--- src/sv/oale_pkg.sv ---
// package: sizes, action codes, controller states and shared structs for the list engine
`default_nettype none
package oale_pkg;

  localparam int unsigned CAPACITY  = 128;
  localparam int unsigned DATA_W    = 32;
  localparam int unsigned ACT_W     = 2;
  localparam int unsigned POS_W     = 8;
  localparam int unsigned OUT_CNT_W = 8;
  localparam int unsigned CNT_W     = $clog2(CAPACITY + 1);
  localparam int unsigned CMP_W     = (CNT_W > POS_W) ? CNT_W : POS_W;
  localparam int unsigned GRP_SZ    = 8;
  localparam int unsigned NUM_GRP   = (CAPACITY + GRP_SZ - 1) / GRP_SZ;

  localparam int unsigned IN_RAW_W  = ACT_W + POS_W + DATA_W;
  localparam int unsigned IN_W      = ((IN_RAW_W + 7) / 8) * 8;
  localparam int unsigned OUT_RAW_W = DATA_W + 1 + OUT_CNT_W + 1;
  localparam int unsigned OUT_W     = ((OUT_RAW_W + 7) / 8) * 8;
  localparam int unsigned OUT_PAD_W = OUT_W - OUT_RAW_W;

  typedef enum logic [ACT_W-1:0] {
    ACT_INSERT = 2'd0,
    ACT_DELETE = 2'd1,
    ACT_READ   = 2'd2,
    ACT_CLEAR  = 2'd3
  } action_e;

  typedef enum logic {
    ST_IDLE,
    ST_REDUCE
  } ctrl_state_e;

  typedef struct packed {
    logic              ins;
    logic              del;
    logic              rd;
    logic [CMP_W-1:0]  pos;
    logic [DATA_W-1:0] value;
  } cell_ctrl_t;

  typedef struct packed {
    logic                 load;
    logic                 ok;
    logic [OUT_CNT_W-1:0] count;
    logic                 empty;
  } res_t;

endpackage
`default_nettype wire

--- src/sv/oale_cell.sv ---
// one list cell: holds an element and shifts it to or from its neighbours
`default_nettype none
module oale_cell (
  input  wire                         clk_i,
  input  wire  [oale_pkg::CMP_W-1:0]  num_i,
  input  oale_pkg::cell_ctrl_t        ctrl_i,
  input  wire  [oale_pkg::DATA_W-1:0] left_i,
  input  wire  [oale_pkg::DATA_W-1:0] right_i,
  output logic [oale_pkg::DATA_W-1:0] elem_o,
  output logic [oale_pkg::DATA_W-1:0] rd_o
);
  import oale_pkg::*;

  logic [DATA_W-1:0] elem_q, elem_d;

  always_comb begin
    elem_d = elem_q;
    if (ctrl_i.ins) begin
      if (num_i == ctrl_i.pos) begin
        elem_d = ctrl_i.value;
      end else if (num_i > ctrl_i.pos) begin
        elem_d = left_i;
      end
    end else if (ctrl_i.del && (num_i >= ctrl_i.pos)) begin
      elem_d = right_i;
    end
  end

  always_ff @(posedge clk_i) begin
    elem_q <= elem_d;
  end

  assign elem_o = elem_q;
  assign rd_o   = (ctrl_i.rd && (num_i == ctrl_i.pos)) ? elem_q : '0;

endmodule
`default_nettype wire

--- config.mk ---
export PLATFORM = sky130hd
export DESIGN_NAME = oale_cell
export DESIGN_NICKNAME = d
export VERILOG_FILES = /design/src/sv/oale_pkg.sv /design/src/sv/oale_cell.sv
export SDC_FILE = /design/constraint.sdc
export NUM_CORES = 1
export LEC_CHECK = 0
export ABC_AREA = 1
export BUFFER_PORTS_ARGS = -buffer_cell sky130_fd_sc_hd__buf_4
export CORE_ASPECT_RATIO = 1.25
export CORE_UTILIZATION = 37
export DETAILED_ROUTE_END_ITERATION = 16
export PLACE_DENSITY = 0.75
export SETUP_SLACK_MARGIN = 0.4
export SLEW_MARGIN = 20
export SYNTH_ARGS = -nofsm -noshare
export SYNTH_HDL_FRONTEND = slang
export SYNTH_SLANG_ARGS = --single-unit
--- constraint.sdc ---
create_clock -name clk_i -period 3.85 [get_ports clk_i]
set_input_delay 0.5775 -clock clk_i [delete_from_list [all_inputs] [get_ports clk_i]]
set_output_delay 0.5775 -clock clk_i [all_outputs]
set_load 0.02 [all_outputs]
======== Yosys cells after proc, flatten, opt, wreduce, memory -nomap -nowiden ========
Cells that the tools add are included.
cells by class
  $add $sub $neg .......................... 0
  multiply operators ...................... 0
  div/mod/pow operators ................... 0
  $lt $le $gt $ge ......................... 2
  equal/unequal tests ..................... 2
  shifts and indexed selects .............. 0
  multiplexer cells ....................... 5
  bitwise logic cells ..................... 0
  reductions and logical operators ........ 4
operators with widths
  cell                  number
  $mux W32              5
  $eq A8 B8 Y1          1
  $ge A8 B8 Y1          1
  $gt A8 B8 Y1          1
  $ne A3 B1 Y1 const B  1
  $logic_and A1 B1 Y1   2
  $reduce_and A2 Y1     1
  $reduce_bool A2 Y1    1
word-level totals
  flip-flop bits (word level) ............. 32
  bits in latches ......................... 0
  RAM bits ................................ 0
  ROM bits ................................ 0
  output and inout bits ................... 64
  word-level logic and storage cells ...... 14
  memories ................................ 0

======== Depth between registers and ports, before layout ========
  depth after elaboration ................. 4
  depth in mapped cells ................... 10
  mapped depth without buffers ............ 9

======== Worst setup path after synthesis ========
OpenSTA, ideal clock, no wires.
  kind .................................... input -> register
  start point ............................. in ctrl_i[37] (netlist bit)
  end point ............................... reg elem_q[0], in the netlist elem_o[0], enable pin
  arrival ................................. 2.981 ns
  setup slack ............................. 0.437 ns
  stages on the path ...................... 7
  buffers on the path ..................... 1
  path through ............................ inv_1 ha_1 nand2_1 nor2_8 buf_4 nand2_1 a21oi_1
on the way
  longest elaborated chain between the ends .. 4
RTL lines
  item                           line             source
  start, declared                oale_cell.sv:6   input oale_pkg::cell_ctrl_t ctrl_i,
  $ge A8 B8 Y1                   oale_cell.sv:24  end else if (ctrl_i.del && (num_i >= ctrl_i.pos)) begin
  $logic_and A1 B1 Y1            oale_cell.sv:24
  $reduce_bool A2 Y1 (no line)   n/a
  $reduce_and A2 Y1 (no line) *  n/a
  end signal, assigned           oale_cell.sv:30  elem_q <= elem_d;
  end, declared                  oale_cell.sv:14  logic [DATA_W-1:0] elem_q, elem_d;
Every way passes the cells marked *; elsewhere a longest branch is shown, timed or not.
A chain may end at the register's enable or synchronous reset.

======== Worst setup path in the final report ========
  start point ............................. in num_i[1] (netlist bit)
  end point ............................... out rd_o[23] (netlist bit)
on the way
  longest elaborated chain between the ends .. 3
RTL lines
  item                 line             source
  start, declared      oale_cell.sv:5   input wire [oale_pkg::CMP_W-1:0] num_i,
  $eq A8 B8 Y1         oale_cell.sv:34  assign rd_o = (ctrl_i.rd && (num_i == ctrl_i.pos)) ? elem_q : '0;
  $logic_and A1 B1 Y1  oale_cell.sv:34
  $mux W32             oale_cell.sv:34
  end, declared        oale_cell.sv:10  output logic [oale_pkg::DATA_W-1:0] rd_o
No other way between the ends.

==> reports/summary.txt <==
Setup Buffers After CTS - 0
Sequential Power Share - 0.441
Most common cell on crit path - buf_4
Pins Over Slew Limit - 0
Crit path time final - 3.23 ns
Max incr delay on CP - 0.63 ns
Sw frac - 0.312
Post-CTS Resized - 0
Largest net degree at the start of global routing - 36
Post-synth top area cell - edfxtp_1
Warnings, synthesis - 0
Synth-to-Final Area Change - 60.4%
Top_reg_cell synth - edfxtp_1
Post-Syn Instances - 348
GP Congestion - 0.845
CTS Buf Count - 5
CP required - 3.27 ns
Post-layout instance area - 0.00379 mm^2
Maximum clock path buffer count - 2
Vias in the first global route - 2647
PD cells - 286 mW/mm^2
Critical-path top delay cell - nand3_2
# rows - 32
Placed cell areas - 0.00371 mm^2
First-pass GRT wire length - 11800 um
Total internal power - 0.745 mW
Width of the chip - 73.5 um
CP Launch Type - primary input
Cell area after synthesis - 0.00236 mm^2
Filler cells - 592
Synth area leaders - edfxtp_1 (41%), nand2_1 (27%), inv_1 (7.0%)
Leakage - 2.24 nW
N_diodes - 0
WL per Instance - 12.4 um
Total routed wirelength - 7460 um
Clock sinks - 32
Maxcap violations - 0
Clk slew on worst S/H paths - 0.07 ns
DP HPWL - 5760 um
WHS - 0.566 ns
Nets - 640
Run status - complete, no violations
RSZ-0062 raised after global routing - no
Via/cell ratio - 4.57
TNS Setup - 0 ns
Via count - 2745
Post-synth EDFFs - 32
Initial DRC Count - 135
GRT Overall Usage - 0.228
Most common cell in the netlist - nand2_1
Hold WC Path Type - in -> reg
Drc violations - 0
Global route total overflow - 0
Number of flip-flops in the largest register - 32
CP endpoint kind - primary output
Initial Util - 0.383
Fin crit share - 0.840
Sw power - 0.339 mW
Die ar. - 0.00671 mm^2
Flops & latches, synth - 32
Avg Cell Area, Syn - 6.79 um^2
Clock power frac - 0.220
Max IR drop VDD - 122 uV
Commonest cells in the netlist - nand2_1 (168), inv_1 (44), nor2_1 (35)
Combinational share of power - 0.339
PortBufs - 179
First-pass DRT Iterations - 4
Sequential fraction of the synthesis area - 0.407
Highest clock rate - 309 MHz
CTS Hold Bufs - 0
CP arrival - 2.65 ns
Initial antenna violation count - 0
CTS H-tree lvls - 2
Fraction of registers with async set/reset - 0
I/O pin cnt - 180
Crit path kind - in -> out
Placeable core area - 0.00617 mm^2
Count of final setup violators - 0
Share of layout cells above drive strength 1 - 0.374
Yosys top cell area share - 0.407
Final core occ - 0.614
Worst slew margin - 0.316
Crit path max fanout - 34
Register Area - 961 um^2
Die H - 91.3 um
Syn nets - 472
Multi-input gate area - 0.00113 mm^2
Antenna Nets Post-Route - 0
TritonCTS clock tree - yes
Worst slew pin tran - 1.02 ns
Netlist cell types - 15
Root buffer cell - clkbuf_8
Fin. Hold Viols - 0
Crit-path cells - buf_4 -> ha_1 -> nand2_1 -> nor2_8 -> nand3_2 -> nor2_1 -> buf_4
## placed cells by master (no fill, tap or decap)
cell type  count
nand2_2        2
clkbuf_8       5
nand3_1       32
nand2_4        1
nor2_1        35
inv_1         44
nor2_8         2
ha_1           8
nand2_1      168
a21oi_4        1
edfxtp_1      32
buf_4        180
nand3_2        1
clkinv_2       1
a21oi_1        3
clkbuf_1       1
## worst paths after layout
| kind | startpoint | to | cells past startpoint |
|---|---|---|---|
| setup / recovery | num_i[1] | rd_o[23] | 7 |
| hold / removal | right_i[1] | elem_o[1] | 3 |
## metrics by stage
stage / worst slack (ns) / total power [mW] / cells
3_3_place_gp: 0.592 / 0.848 / 594
5_1_grt: 0.428 / 1.15 / 601
4_1_cts: 0.637 / 1.09 / 601
6_report: 0.618 / 1.08 / 601
2_1_floorplan: 0.437 / 0.659 / 348
3_5_place_dp: 0.547 / 0.856 / 594
## cells by family after synthesis
logic type / Yosys count / synth area share
AND/OR/NAND/NOR: 241 / 0.422
adder cells (fa/ha/maj): 8 / 0.0424
AO/OA/AOI/OAI: 4 / 0.00847
flip-flops: 32 / 0.407
buffers and inverters: 63 / 0.121
## routing by layer
| metal | up-vias | global-route usage | wire length (um) |
|---|---|---|---|
| met5 | - | 0 | 0 |
| met4 | 0 | 0.143 | 402 |
| met3 | 32 | 0.0322 | 395 |
| met2 | 131 | 0.396 | 3970 |
| met1 | 1187 | 0.255 | 2690 |
| li1 | 1395 | - | - |
## power by group through the flow
stage | Clock (mW) | Sequential (mW) | Combinational [mW]
2_1_floorplan | 0 | 0.546 | 0.113
3_3_place_gp | 0 | 0.484 | 0.364
3_5_place_dp | 0 | 0.486 | 0.370
4_1_cts | 0.243 | 0.479 | 0.370
5_1_grt | 0.258 | 0.484 | 0.403
6_report | 0.239 | 0.478 | 0.367
## final cells by class
class / instances / area share
multi-input cells: 253 / 0.298
clock inverters: 1 / 0.00132
inverters: 44 / 0.0436
flip-flops and latches: 32 / 0.254
repair buffers: 180 / 0.357
well taps: 85 / 0.0281
clock buffers: 6 / 0.0192
## critical path: cells and delay by family
kind	cells	cell delay, ns
fa+ha+maj	1	0.28
buf+inv	2	0.29
simple gates	4	1.49
Power figures use the tool's default switching activity.
