<file path="src/sv/oale_pkg.sv">
// package: sizes, action codes, controller states and shared structs for the list engine
`default_nettype none
package oale_pkg;

  localparam int unsigned CAPACITY  = 128;
  localparam int unsigned DATA_W    = 32;
  localparam int unsigned ACT_W     = 2;
  localparam int unsigned POS_W     = 8;
  localparam int unsigned OUT_CNT_W = 8;
  localparam int unsigned CNT_W     = $clog2(CAPACITY + 1);
  localparam int unsigned CMP_W     = (CNT_W > POS_W) ? CNT_W : POS_W;
  localparam int unsigned GRP_SZ    = 8;
  localparam int unsigned NUM_GRP   = (CAPACITY + GRP_SZ - 1) / GRP_SZ;

  localparam int unsigned IN_RAW_W  = ACT_W + POS_W + DATA_W;
  localparam int unsigned IN_W      = ((IN_RAW_W + 7) / 8) * 8;
  localparam int unsigned OUT_RAW_W = DATA_W + 1 + OUT_CNT_W + 1;
  localparam int unsigned OUT_W     = ((OUT_RAW_W + 7) / 8) * 8;
  localparam int unsigned OUT_PAD_W = OUT_W - OUT_RAW_W;

  typedef enum logic [ACT_W-1:0] {
    ACT_INSERT = 2'd0,
    ACT_DELETE = 2'd1,
    ACT_READ   = 2'd2,
    ACT_CLEAR  = 2'd3
  } action_e;

  typedef enum logic {
    ST_IDLE,
    ST_REDUCE
  } ctrl_state_e;

  typedef struct packed {
    logic              ins;
    logic              del;
    logic              rd;
    logic [CMP_W-1:0]  pos;
    logic [DATA_W-1:0] value;
  } cell_ctrl_t;

  typedef struct packed {
    logic                 load;
    logic                 ok;
    logic [OUT_CNT_W-1:0] count;
    logic                 empty;
  } res_t;

endpackage
`default_nettype wire

</file>
<file path="src/sv/oale_ctrl.sv">
// controller: length register, action checks and item sequencing
`default_nettype none
module oale_ctrl (
  input  wire                         clk_i,
  input  wire                         rst_ni,
  input  wire                         s_valid_i,
  input  wire  [oale_pkg::ACT_W-1:0]  action_i,
  input  wire  [oale_pkg::POS_W-1:0]  position_i,
  input  wire  [oale_pkg::DATA_W-1:0] value_i,
  input  wire                         out_hold_i,
  output logic                        s_ready_o,
  output oale_pkg::cell_ctrl_t        cell_ctrl_o,
  output oale_pkg::res_t              res_o
);
  import oale_pkg::*;

  ctrl_state_e      state_q, state_d;
  logic [CNT_W-1:0] count_q, count_d;
  logic             ok_q, ok_d;
  logic             accept;
  logic             ok;
  logic [CMP_W-1:0] pos_x, cnt_x;
  logic             pos_nz, in_list;

  assign pos_x   = CMP_W'(position_i);
  assign cnt_x   = CMP_W'(count_q);
  assign pos_nz  = (pos_x != '0);
  assign in_list = pos_nz && (pos_x <= cnt_x);

  always_comb begin
    state_d   = state_q;
    s_ready_o = 1'b0;
    res_o     = '0;
    unique case (state_q)
      ST_IDLE: begin
        s_ready_o = !out_hold_i;
        if (s_valid_i && !out_hold_i) begin
          state_d = ST_REDUCE;
        end
      end
      ST_REDUCE: begin
        res_o.load = 1'b1;
        state_d    = ST_IDLE;
      end
      default: begin
        state_d = ST_IDLE;
      end
    endcase
    res_o.ok    = ok_q;
    res_o.count = OUT_CNT_W'(count_q);
    res_o.empty = (count_q == '0);
  end

  assign accept = s_valid_i && s_ready_o;

  always_comb begin
    ok          = 1'b0;
    count_d     = count_q;
    cell_ctrl_o = '0;
    cell_ctrl_o.pos   = pos_x;
    cell_ctrl_o.value = value_i;
    unique case (action_e'(action_i))
      ACT_INSERT: begin
        ok = (count_q != CNT_W'(CAPACITY)) && pos_nz && (pos_x <= (cnt_x + CMP_W'(1)));
        cell_ctrl_o.ins = accept && ok;
        if (accept && ok) begin
          count_d = count_q + CNT_W'(1);
        end
      end
      ACT_DELETE: begin
        ok = in_list;
        cell_ctrl_o.del = accept && ok;
        if (accept && ok) begin
          count_d = count_q - CNT_W'(1);
        end
      end
      ACT_READ: begin
        ok = in_list;
        cell_ctrl_o.rd = accept && ok;
      end
      ACT_CLEAR: begin
        ok = 1'b1;
        if (accept) begin
          count_d = '0;
        end
      end
      default: begin
        ok = 1'b0;
      end
    endcase
  end

  assign ok_d = accept ? ok : ok_q;

  always_ff @(posedge clk_i or negedge rst_ni) begin
    if (!rst_ni) begin
      state_q <= ST_IDLE;
      count_q <= '0;
      ok_q    <= 1'b0;
    end else begin
      state_q <= state_d;
      count_q <= count_d;
      ok_q    <= ok_d;
    end
  end

endmodule
`default_nettype wire

</file>
<file path="config.mk">
export PLATFORM = sky130hd
export DESIGN_NAME = oale_ctrl
export DESIGN_NICKNAME = d
export VERILOG_FILES = /design/src/sv/oale_pkg.sv /design/src/sv/oale_ctrl.sv
export SDC_FILE = /design/constraint.sdc
export NUM_CORES = 1
export LEC_CHECK = 0
export BUFFER_PORTS_ARGS = -buffer_cell sky130_fd_sc_hd__buf_2
export CORE_ASPECT_RATIO = 1.1
export CORE_UTILIZATION = 35
export DETAILED_ROUTE_END_ITERATION = 6
export PLACE_DENSITY = 0.7
export SYNTH_ARGS = -nofsm -noshare
export SYNTH_HDL_FRONTEND = slang
export SYNTH_SLANG_ARGS = --single-unit
</file>
<file path="constraint.sdc">
create_clock -name clk_i -period 7.9 [get_ports clk_i]
set_input_delay 0.395 -clock clk_i [delete_from_list [all_inputs] [get_ports clk_i]]
set_output_delay 0.395 -clock clk_i [all_outputs]
set_load 0.005 [all_outputs]
</file>
; Word-level counts from Yosys, hierarchy flattened
; Index checks and enable logic that the tools add are counted.
[totals]
input_bits = 46
output_inout_bits = 55
register_bits = 10
[classes]
reduce_logical = 14
add_sub_neg = 2
n_bitwise = 1
eq_ne = 7
magnitude_cmp = 2
mux = 12
[op_table]
columns = operator, count
row1 = 2-to-1 mux 8 bit, 3
row2 = one-hot mux 8 bit (3 select lines), 1
row3 = <= comparator 8 bit, 2
row4 = "adder 8 x 1 -> 8 bit, second input constant", 1
row5 = logical NOT 8 bit, 1
row6 = "!= test 8 bit, second input constant", 1
row7 = nonzero test 8 bit, 1
row8 = "subtractor 8 x 1 -> 8 bit, second input constant", 1
row9 = logical AND 1 bit, 7
row10 = 2-to-1 mux 1 bit, 6
row11 = "!= test 2 bit, second input constant", 3
row12 = "equality test 2 bit, second input constant", 2
row13 = AND reduction 4 bit, 1
row14 = one-hot mux 1 bit (3 select lines), 1
row15 = nonzero test 3 bit, 1
row16 = "equality test 2 x 1 -> 1 bit, second input constant", 1
row17 = logical NOT 2 bit, 1
row18 = one-hot mux 1 bit (2 select lines), 1
row19 = OR reduction 2 bit, 1
row20 = logical NOT 1 bit, 1
row21 = inverter 1 bit, 1

; Longest topological paths before layout
; Gate-level depths: netlist of the first run.
[depth]
word_depth = 6
mapped_depth = 12
mapped_depth_nobuf = 12

; Worst setup path before layout of the first run
; No wires, ideal clock.
[synth_timing]
path_type = register -> register
startpoint = reg count_q[0], in the netlist cnt_x[0]
endpoint = reg count_q[6], in the netlist cnt_x[6]
period_less_slack_ns = 2.922
t_arrival_ns = 2.797
setup_slack_ns = 4.978
required_ns = 7.775
stages_incl_launch_ff = 13
path_cell_list = dfrtp_1 -> clkbuf_1 -> nand3_1 -> nor3_1 -> nand3_1 -> xnor2_1 -> ha_1 -> nand4_1 -> a21o_1 -> a211o_2 -> and2_4 -> o21ai_4 -> mux2_4
[synth_between]
elab_chain_cells = 6
elab_cells_between_ends = 16
classes_between = add/sub: 2 / order compare: 2 / eq/ne: 3 / mux: 3 / reduce/logical: 6
[synth_rtl]
columns = item, line_no
row1 = "start, declared", oale_ctrl.sv:18  ; logic [CNT_W-1:0] count_q, count_d;
row2 = "start signal, assigned", oale_ctrl.sv:102  ; count_q <= count_d;
row3 = adder 8 x 1 -> 8 bit or != test 8 bit (tied branches), "oale_ctrl.sv:64, oale_ctrl.sv:67"
row4 = <= comparator 8 bit or logical AND 1 bit (tied branches), oale_ctrl.sv:64  ; ok = (count_q != CNT_W'(CAPACITY)) && pos_nz && (pos_x <= (cnt_x + CMP_W'(1)));
row5 = logical AND 1 bit, oale_ctrl.sv:64
row6 = logical AND 1 bit, oale_ctrl.sv:66  ; if (accept && ok) begin
row7 = != test 2 bit (no source line), n/a
row8 = AND reduction 4 bit (no source line), n/a
; Several ways; a longest one is shown, not always the timed one. The select of a mux whose other input is x is not followed.
; A chain may end at the register's enable or synchronous reset.

==> results of run 1 <==
[worst min-delay path by stage]
| stage | to | slack, ps | cells past startpoint |
|---|---|---|---|
| after floorplan | cnt_x[0]$_DFFE_PN0P_ | 100 | 0 |
| after global placement | cnt_x[4]$_DFFE_PN0P_ | 280 | 1 |
| after detailed placement | cnt_x[5]$_DFFE_PN0P_ | 280 | 1 |
| after CTS | cnt_x[7]$_DFFE_PN0P_ | 20 | 1 |
| after global routing | cnt_x[7]$_DFFE_PN0P_ | 20 | 1 |
| final | cnt_x[5]$_DFFE_PN0P_ | 7 | 1 |
[layer usage]
| layer | track usage (%) | vias up | share of wire [%] |
|---|---|---|---|
| met3 | 4.14 | 4 | 8.4 |
| met5 | 0 | - | 0 |
| met1 | 19.0 | 615 | 44 |
| met2 | 24.0 | 57 | 47 |
| met4 | 6.25 | 0 | 0.79 |
| li1 | - | 662 | - |
[layout make-up]
type	count	area, sq um	share of cell area [%]
clock buffer	4	55.1	3.43
inverter	15	56.3	3.51
multi-input combinational	130	993	61.9
sequential	10	250	15.6
tap	56	70.1	4.36
timing repair buffer	36	180	11.2
[cell families after synthesis]
kind of cell	Yosys count	synth area share, %
buf+inv	65	25.7
simple gates	53	17.4
compound gates	43	18.5
fa+ha+maj	23	17.2
flops	10	14.9
xor+xnor	8	4.19
mux	3	2.09
[worst register-to-register path, delay by kind of cell (launching register included)]
kind / cells / cell delay, ps
AOI/OAI and AO/OA: 3 / 600
xor gates and xnor gates: 1 / 180
adders and majority gates: 1 / 310
DFF: 1 / 560
muxes: 1 / 320
and+or+nand+nor: 5 / 1090
[synthesized netlist by cell type, drive strengths merged, types with 2 or more instances]
| master | n |
|---|---|
| o2bb2ai | 2 |
| o21ai | 4 |
| a211oi | 3 |
| nor3b | 2 |
| clkbuf | 2 |
| dfrtp | 10 |
| and4 | 2 |
| nor2 | 9 |
| o211ai | 2 |
| and2 | 4 |
| buf | 48 |
| inv | 15 |
| nor2b | 2 |
| or4 | 3 |
| nand4 | 3 |
| a21o | 2 |
| nor3 | 8 |
| ha | 23 |
| mux2i | 2 |
| xnor2 | 8 |
| a21oi | 15 |
| a221oi | 2 |
| a32oi | 2 |
| nand3 | 7 |
| nand2 | 9 |
| o22ai | 2 |
| a211o | 2 |
[stage by stage]
step	instance area, sq um	std cells	hold WS, ps	power [mW]	setup WS (ps)
floorplan	1670	205	99.4	0.344	4980
global placement	1550	247	275	0.397	4770
detailed placement	1550	247	275	0.399	4780
CTS	1610	251	17.4	0.467	4630
global route	1610	251	24.3	0.510	4310
finish	1610	251	7.22	0.467	4590
[power breakdown]
| group | total, mW | switching [mW] | leakage [nW] | internal, mW |
|---|---|---|---|---|
| registers | 0.113 | 0.0429 | 0.130 | 0.0697 |
| logic | 0.289 | 0.156 | 0.587 | 0.133 |
| clock network | 0.0651 | 0.0212 | 0.0288 | 0.0439 |
| total | 0.467 | 0.221 | 0.745 | 0.247 |
[sequential cells by signal (all words and copies together) (netlist names)]
| register | flops |
|---|---|
| cnt_x | 8 |
| ok_q | 1 |
| state_q | 1 |
[cell usage in the layout, fill, tap and decap left out, drive strengths merged, types with 2 or more instances in the layout]
cell type	synthesis	final
a211oi	3	3
and2	4	4
and4	2	2
o2bb2ai	2	2
nor3b	2	2
nand2	9	9
a21o	2	2
o211ai	2	2
nor2	9	9
mux2i	2	2
ha	23	23
nand3	7	7
a221oi	2	2
nor2b	2	2
o21ai	4	4
o22ai	2	2
a21oi	15	15
a211o	2	2
or4	3	3
nor3	8	8
xnor2	8	8
a32oi	2	2
inv	15	15
buf	48	36
clkbuf	2	4
dfrtp	10	10
nand4	3	3
==> results.txt, run 1 <==
GRT Residual Overflow = 0
routability-driven placement congestion ratio = 0.942
Mapped Area = 1670 sq um
largest net degree at the start of global routing = 19
Critical R2R Launch = cnt_x[2]$_DFFE_PN0P_
number of H-tree levels = 1
startpoint types = flop
iteration count of the initial detailed-routing pass = 4
syn nets = 274
DRC = 0
CTS root buffer = clkbuf_8
Fillers = 491
die area = 5060 sq um
Core ar. = 4620 sq um
Reg clk slew, reported paths = 50 ps
per-cell routed wire length = 14.6 microns
fin crit period = 3310 ps
Yosys top cell area share = 19.3%
final hold viol count = 0
Max transition margin = 46.5%
Worst Skew = 6.29 ps
die height = 74.5 microns
Primary FF master, synth = dfrtp_1
setup violators final = 0
status = finished clean
setup TNS = 0 ps
post-synthesis sequential element count = 10
initial antenna violation count = 0
Crit Path Max Fanout = 12
Critical R2R Capture = cnt_x[6]$_DFFE_PN0P_
max incr delay on CP = 560 ps
layout cells sized above 1 = 25.6%
critical path cell sequence = nand3_1 -> nor3_1 -> nand3_1 -> xnor2_1 -> ha_1 -> a21oi_1 -> a21oi_1 -> nor3_1 -> buf_2
cell count along the critical path = 9
top cells by area, synth = buf_4 19%, ha_1 17%, dfrtp_1 15%
Worst Path Required = 7510 ps
Worst Tran Pin Value = 802 ps
Lkg Pwr = 0.745 nW
Seq/Total Area, Yosys = 14.9%
Ys Warns = 0
TritonCTS clock tree = yes
Synth Instances = 205
Starting Density = 36.2%
PostCTS Resize Cnt = 0
flop2flop setup slack = 4730 ps
Tot GR Track Use = 15.1%
fin crit share = 41.9%
Antenna Nets Post-Route = 0
DP HPWL = 2.94 mm
Routed Wire Length = 3.67 mm
ys async rst share = 100%
# rows = 26
Synth Area per Inst = 8.17 sq um
Power Dens Cells = 291 nW/um^2
peak supply drop = 85.2 uV
antenna diode count = 0
CTS buffer count = 3
Skew-Pair Late Insertion Delay = 240 ps
Final Max Tran Viols = 0
wire length of the first global-routing pass = 5.77 mm
vias = 1,338
DR vias/cell = 5.33
number of buffer and inverter stages on the critical path = 1
Worst path top cell family by delay = simple AND/OR/NAND/NOR gates
end point of the critical path = cell_ctrl_o[42]
DR iter-0 viols = 112
unrepaired setup endpoints after global routing = no
max_cap viols = 0
Ports = 101
largest area contributor in the netlist = buf_4
R2R depth = 11
WP data arrival = 2910 ps
synthesis-to-layout area growth = -4.11%
fmax = 0.302 GHz
# nets final = 265
Core Util, Final = 34.8%
crit path launch = cnt_x[2]$_DFFE_PN0P_
hold buffer count at cts = 0
Post-CTS Setup Bufs = 0
clock buffer depth = 2
Crit. End Element = output pin
IO buf count = 36
Post-synth EDFFs = 0
clock sink total = 10
CP Class = reg2out
vias in the first global route = 1,224
critical path's slowest cell = dfrtp_1
Netlist cell types = 50
Die X = 67.9 microns
Hold Crit Class = in2async
Power figures use the tool's default switching activity.
==> run 2: changes to the inputs <==
==> constraint.sdc (replaced) <==
create_clock -name clk_i -period 3.2 [get_ports clk_i]
set_input_delay 0.16 -clock clk_i [delete_from_list [all_inputs] [get_ports clk_i]]
set_output_delay 0.16 -clock clk_i [all_outputs]
set_load 0.005 [all_outputs]
==> results.txt, run 2 (synthesis results as in run 1) <==
fmax = 0.339 GHz
most common cell after layout, fill and taps aside = buf_2
Power Dens Cells = 723 nW/um^2 (+150%)
combinational power share = 63.9% (+1.9 points)
CTS root buffer = clkbuf_8
fin crit share = 92.1%
setup violators final = 0 (unchanged)
Core Util, Final = 35.7% (+0.92 points)
Max transition margin = 60.6% (+14 points)
Clk pwr share = 13.9% (about the same)
wire length of the first global-routing pass = 6.10 mm (+5.7%)
Post-DP Area = 1580 sq um (+1.9%)
Starting Density = 36.2% (unchanged)
WP data arrival = 2790 ps (-120 ps)
startpoint types = flop
Core ar. = 4620 sq um (unchanged)
sequential power share = 22.2% (-1.9 points)
number of buffer and inverter stages on the critical path = 1 (unchanged)
DRC = 0 (unchanged)
Crit Path Max Fanout = 12 (unchanged)
sw power = 560 uW (+150%)
Ports = 101 (unchanged)
die height = 74.5 microns (unchanged)
Post-CTS Setup Bufs = 0 (unchanged)
layout cells sized above 1 = 28.0% (+2.4 points)
Die X = 67.9 microns (unchanged)
Tot GR Track Use = 16.0% (+0.91 points)
DR iter-0 viols = 113 (+0.89%)
# rows = 26 (unchanged)
Int Pwr = 631 uW (+160%)
commonest non-fill, non-tap cells in the layout = 36 x buf_2, 23 x ha_1, 15 x inv_1, 15 x a21oi_1
largest net degree at the start of global routing = 19 (unchanged)
Final Cell Area = 1650 sq um (+2.6%)
max reg flops = 8 (unchanged)
GRT Residual Overflow = 0 (unchanged)
Hold Crit Class = in2reg
initial antenna violation count = 0 (unchanged)
antenna diode count = 0 (unchanged)
CP dominant cell by count = a21oi_1
CP Class = reg2out
switching share of power = 47.0% (-0.18 points)
setup TNS = 0 ps (unchanged)
Worst Path Required = 3040 ps (-4470 ps)
vias in the first global route = 1,315 (+7.4%)
Routed Wire Length = 3.85 mm (+4.9%)
Skew-Pair Late Insertion Delay = 250 ps (about the same)
status = finished clean
number of H-tree levels = 1 (unchanged)
critical path cell sequence = ha_1 -> nand3_1 -> nor3_1 -> xnor2_1 -> ha_1 -> a21oi_1 -> nand2_1 -> a21oi_1 -> a21oi_1 -> nor3_1 -> buf_2
TritonCTS clock tree = yes
critical path's slowest cell = dfrtp_2
iteration count of the initial detailed-routing pass = 4 (unchanged)
Final Max Tran Viols = 0 (unchanged)
clock sink total = 10 (unchanged)
Lkg Pwr = 0.768 nW (+3.1%)
worst hold slack = 262 ps (+255 ps)
Worst Skew = 4.76 ps (-1.54 ps)
DR vias/cell = 5.41 (+1.5%)
CTS buffer count = 3 (unchanged)
max_cap viols = 0 (unchanged)
Worst Tran Pin Value = 591 ps (-211 ps)
vias = 1,385 (+3.5%)
per-cell routed wire length = 15.0 microns (+2.9%)
final hold viol count = 0 (unchanged)
max incr delay on CP = 470 ps (-90 ps)
clock buffer depth = 2 (unchanged)
Antenna Nets Post-Route = 0 (unchanged)
unrepaired setup endpoints after global routing = no
die area = 5060 sq um (unchanged)
synthesis-to-layout area growth = -1.57%
IO buf count = 36 (unchanged)
Reg clk slew, reported paths = 50 ps (about the same)
fin crit period = 2950 ps
peak supply drop = 160 uV (+88%)
Crit. End Element = output pin
DP HPWL = 3.06 mm (+4.1%)
# nets final = 270 (+1.9%)
routability-driven placement congestion ratio = 0.866 (-8.1%)
Worst path top cell family by delay = simple AND/OR/NAND/NOR gates
[run 2: cell types whose count changed in the layout (fill, tap and decap cells not counted), sizes merged]
| cell | delta |
|---|---|
| buf | +4 |
| dlygate4sd3 | +1 |
[run 2: metrics by stage]
stage / instances / total power [mW] / setup WS [ps]
after floorplan: 205 / 0.849 / 278
after CTS: 256 / 1.19 / 181
after detailed placement: 251 / 1.01 / 259
final: 256 / 1.19 / 254
after global routing: 256 / 1.30 / 50.0
after global placement: 251 / 1.01 / 392
[run 2: path summary, 6_finish.rpt]
check                                      from                    to  slack, ps  cells past startpoint
min                                   s_valid_i     state_q$_DFF_PN0_        260                      3
max                        cnt_x[0]$_DFFE_PN0P_       cell_ctrl_o[42]        250                     11
min in group asynchronous                rst_ni  cnt_x[4]$_DFFE_PN0P_        310                      2
max in group asynchronous                rst_ni  cnt_x[1]$_DFFE_PN0P_       2680                      2
min reg2reg                    ok_q$_DFFE_PN0P_      ok_q$_DFFE_PN0P_        520                      2
max reg2reg                cnt_x[0]$_DFFE_PN0P_  cnt_x[6]$_DFFE_PN0P_        290                     11
[run 2: what timing repair did]
item / CTS / global route
hold endpoints to repair: 10 / 0
hold buffers: 1 / 0
gates resized for setup: 0 / 2
setup endpoints to repair: 0 / 2
[run 2: layout make-up]
class | count | area [sq um]
clock buffers | 4 | 55.1
fillers | 488 | 2970
inverters | 15 | 56.3
multi-input cells | 130 | 993
flip-flops and latches | 10 | 253
well taps | 56 | 70.1
repair buffers | 41 | 220
[run 2: metal layers]
| metal | part of all wire (%) | track usage (%) |
|---|---|---|
| met4 | 1.4 | 5.79 |
| met5 | 0 | 0 |
| met1 | 43 | 19.7 |
| met2 | 48 | 26.0 |
| met3 | 7.7 | 4.75 |
[run 2: worst register-to-register path: cells and delay by family (launching register included)]
family | cells | cell delay [ps]
compound gates | 3 | 610
xor+xnor | 1 | 140
fa+ha+maj | 2 | 590
flops | 1 | 470
mux | 1 | 320
simple gates | 4 | 690
[run 2: power by group through the flow]
stage	combinational, mW	sequential, mW	clock, mW
global route	0.848	0.276	0.173
detailed placement	0.752	0.263	0
global placement	0.747	0.260	0
floorplan	0.629	0.220	0
CTS	0.756	0.262	0.168
finish	0.761	0.265	0.166
==> run 3: changes to the inputs <==
--- a/config.mk
+++ b/config.mk
@@ -5,9 +5,11 @@
 export SDC_FILE = /design/constraint.sdc
 export NUM_CORES = 1
 export LEC_CHECK = 0
+export ABC_AREA = 0
 export BUFFER_PORTS_ARGS = -buffer_cell sky130_fd_sc_hd__buf_2
 export CORE_ASPECT_RATIO = 1.1
 export CORE_UTILIZATION = 35
+export CTS_BUF_LIST = sky130_fd_sc_hd__clkbuf_4
 export DETAILED_ROUTE_END_ITERATION = 6
 export PLACE_DENSITY = 0.7
 export SYNTH_ARGS = -nofsm -noshare
==> results.txt, run 3 (synthesis results as in run 1) <==
Skew-Pair Late Insertion Delay = 280 ps (+30 ps)
startpoint types = flop
Crit Path Max Fanout = 12 (unchanged)
DRC = 0 (unchanged)
die area = 5060 sq um (unchanged)
largest net degree at the start of global routing = 19 (unchanged)
final hold viol count = 0 (unchanged)
vias = 1,383 (-0.14%)
vias in the first global route = 1,319 (+0.30%)
wire length on met2 = 1.87 mm (+1.4%)
Post-CTS Setup Bufs = 0 (unchanged)
DR iter-0 viols = 102 (-9.7%)
Die X = 67.9 microns (unchanged)
Routed Wire Length = 3.88 mm (+0.83%)
Ports = 101 (unchanged)
DP HPWL = 3.06 mm (unchanged)
DR WL met3 = 301 microns (+1.7%)
iteration count of the initial detailed-routing pass = 4 (unchanged)
DR vias/cell = 5.40 (-0.14%)
Hold Crit Class = in2reg
HP Start = s_valid_i
Lkg Pwr = 0.755 nW (-1.7%)
wire length of the first global-routing pass = 6.10 mm (unchanged)
pre-CTS WS = 259 ps (unchanged)
Worst Path Required = 3040 ps (about the same)
clock buffer depth = 2 (unchanged)
Antenna Nets Post-Route = 0 (unchanged)
Final WS setup = 231 ps (-23.2 ps)
synthesis-to-layout area growth = -3.29%
Power Dens Cells = 693 nW/um^2 (-4.1%)
setup TNS = 0 ps (unchanged)
Final Max Tran Viols = 0 (unchanged)
IO buf count = 36 (unchanged)
Worst Skew = 1.03 ps (-3.73 ps)
wl on met1 = 1.66 mm (+0.18%)
peak supply drop = 159 uV (-0.60%)
Crit. End Element = output pin
worst hold slack = 223 ps (-38.6 ps)
critical path's slowest cell = dfrtp_2
Layout Cells excl Fill = 256 (unchanged)
max_cap viols = 0 (unchanged)
WP data arrival = 2810 ps (+20 ps)
clock sink total = 10 (unchanged)
TritonCTS clock tree = yes
status = finished clean
CP dominant cell by count = a21oi_1
number of H-tree levels = 1 (unchanged)
setup violators final = 0 (unchanged)
fin crit period = 2970 ps (+23.2 ps)
Reg clk slew, reported paths = 70 ps (+20 ps)
Worst Tran Pin Value = 576 ps (-14.4 ps)
die height = 74.5 microns (unchanged)
fin crit share = 92.8% (+0.72 points)
routability-driven placement congestion ratio = 0.866 (unchanged)
CP Class = reg2out
max incr delay on CP = 470 ps (about the same)
commonest non-fill, non-tap cells in the layout = 36 x buf_2, 23 x ha_1, 15 x inv_1, 15 x a21oi_1
CTS buffer count = 3 (unchanged)
Critical R2R Launch = cnt_x[0]$_DFFE_PN0P_
# rows = 26 (unchanged)
# nets final = 270 (unchanged)
crit path launch = cnt_x[0]$_DFFE_PN0P_
CTS root buffer = clkbuf_4
Starting Density = 36.2% (unchanged)
initial antenna violation count = 0 (unchanged)
per-cell routed wire length = 15.2 microns (+0.83%)
Inst Count DP = 251 (unchanged)
layout cells sized above 1 = 27.5% (-0.50 points)
antenna diode count = 0 (unchanged)
top layer in use = met4
critical path cell sequence = ha_1 -> nand3_1 -> nor3_1 -> xnor2_1 -> ha_1 -> a21oi_1 -> nand2_1 -> a21oi_1 -> a21oi_1 -> nor3_1 -> buf_2
most common cell after layout, fill and taps aside = buf_2
Core ar. = 4620 sq um (unchanged)
max reg flops = 8 (unchanged)
fmax = 0.337 GHz (-0.78%)
unrepaired setup endpoints after global routing = no
Tot GR Track Use = 16.1% (+0.094 points)
Max transition margin = 61.6% (+0.96 points)
GRT Residual Overflow = 0 (unchanged)
## run 3: cell count changes in the layout (fill, tap and decap cells not counted), sizes merged
cell / previous run / this run
clkbuf: 4 / 3
clkinv: 0 / 1
## run 3: final timing paths
kind	to	slack [ps]	depth (start not counted)
min in group asynchronous	cnt_x[5]$_DFFE_PN0P_	270	2
setup / recovery	cell_ctrl_o[42]	230	11
hold / removal	state_q$_DFF_PN0_	220	3
hold reg to reg	ok_q$_DFFE_PN0P_	520	2
max in group asynchronous	cnt_x[0]$_DFFE_PN0P_	2710	2
setup reg to reg	cnt_x[6]$_DFFE_PN0P_	310	11
## run 3: final cells by class
class / instances / area (sq um)
fill: 490 / 3000
multi-input combinational: 130 / 993
sequential: 10 / 253
timing repair buffer: 41 / 220
tap: 56 / 70.1
inverter: 15 / 56.3
clock buffer: 3 / 22.5
clock inverter: 1 / 3.75
## run 3: metrics by stage
step / utilization (%) / cell area [sq um] / total power [mW]
after global routing: 35.0 / 1620 / 1.23
after CTS: 35.0 / 1620 / 1.12
after detailed placement: 34.2 / 1580 / 1.01
after global placement: 34.2 / 1580 / 1.01
after floorplan: - / 1670 / 0.849
final: 35.0 / 1620 / 1.12
## run 3: timing repair
item,4_1_cts,5_1_grt
hold buffers,1,0
hold endpoints to repair,10,0
resized for setup,0,2
endpoints found under the setup margin,0,2
## run 3: worst max-delay path: cells and delay by family (launching register included)
| kind | cells | cell delay [ps] |
|---|---|---|
| DFF | 1 | 470 |
| buffers and inverters | 1 | 180 |
| AOI/OAI and AO/OA | 3 | 440 |
| adders and majority gates | 2 | 540 |
| xor gates and xnor gates | 1 | 190 |
| and+or+nand+nor | 4 | 700 |
## run 3: power breakdown
part	internal [mW]	switching [mW]	total [mW]
combinational	0.347	0.416	0.763
clock	0.0453	0.0501	0.0953
sequential	0.175	0.0897	0.264
## run 3: metal layers
metal | up-vias | global-route usage, %
met4 | 0 | 5.79
li1 | 673 | -
met2 | 51 | 26.1
met5 | - | 0
met1 | 652 | 19.6
met3 | 7 | 5.21
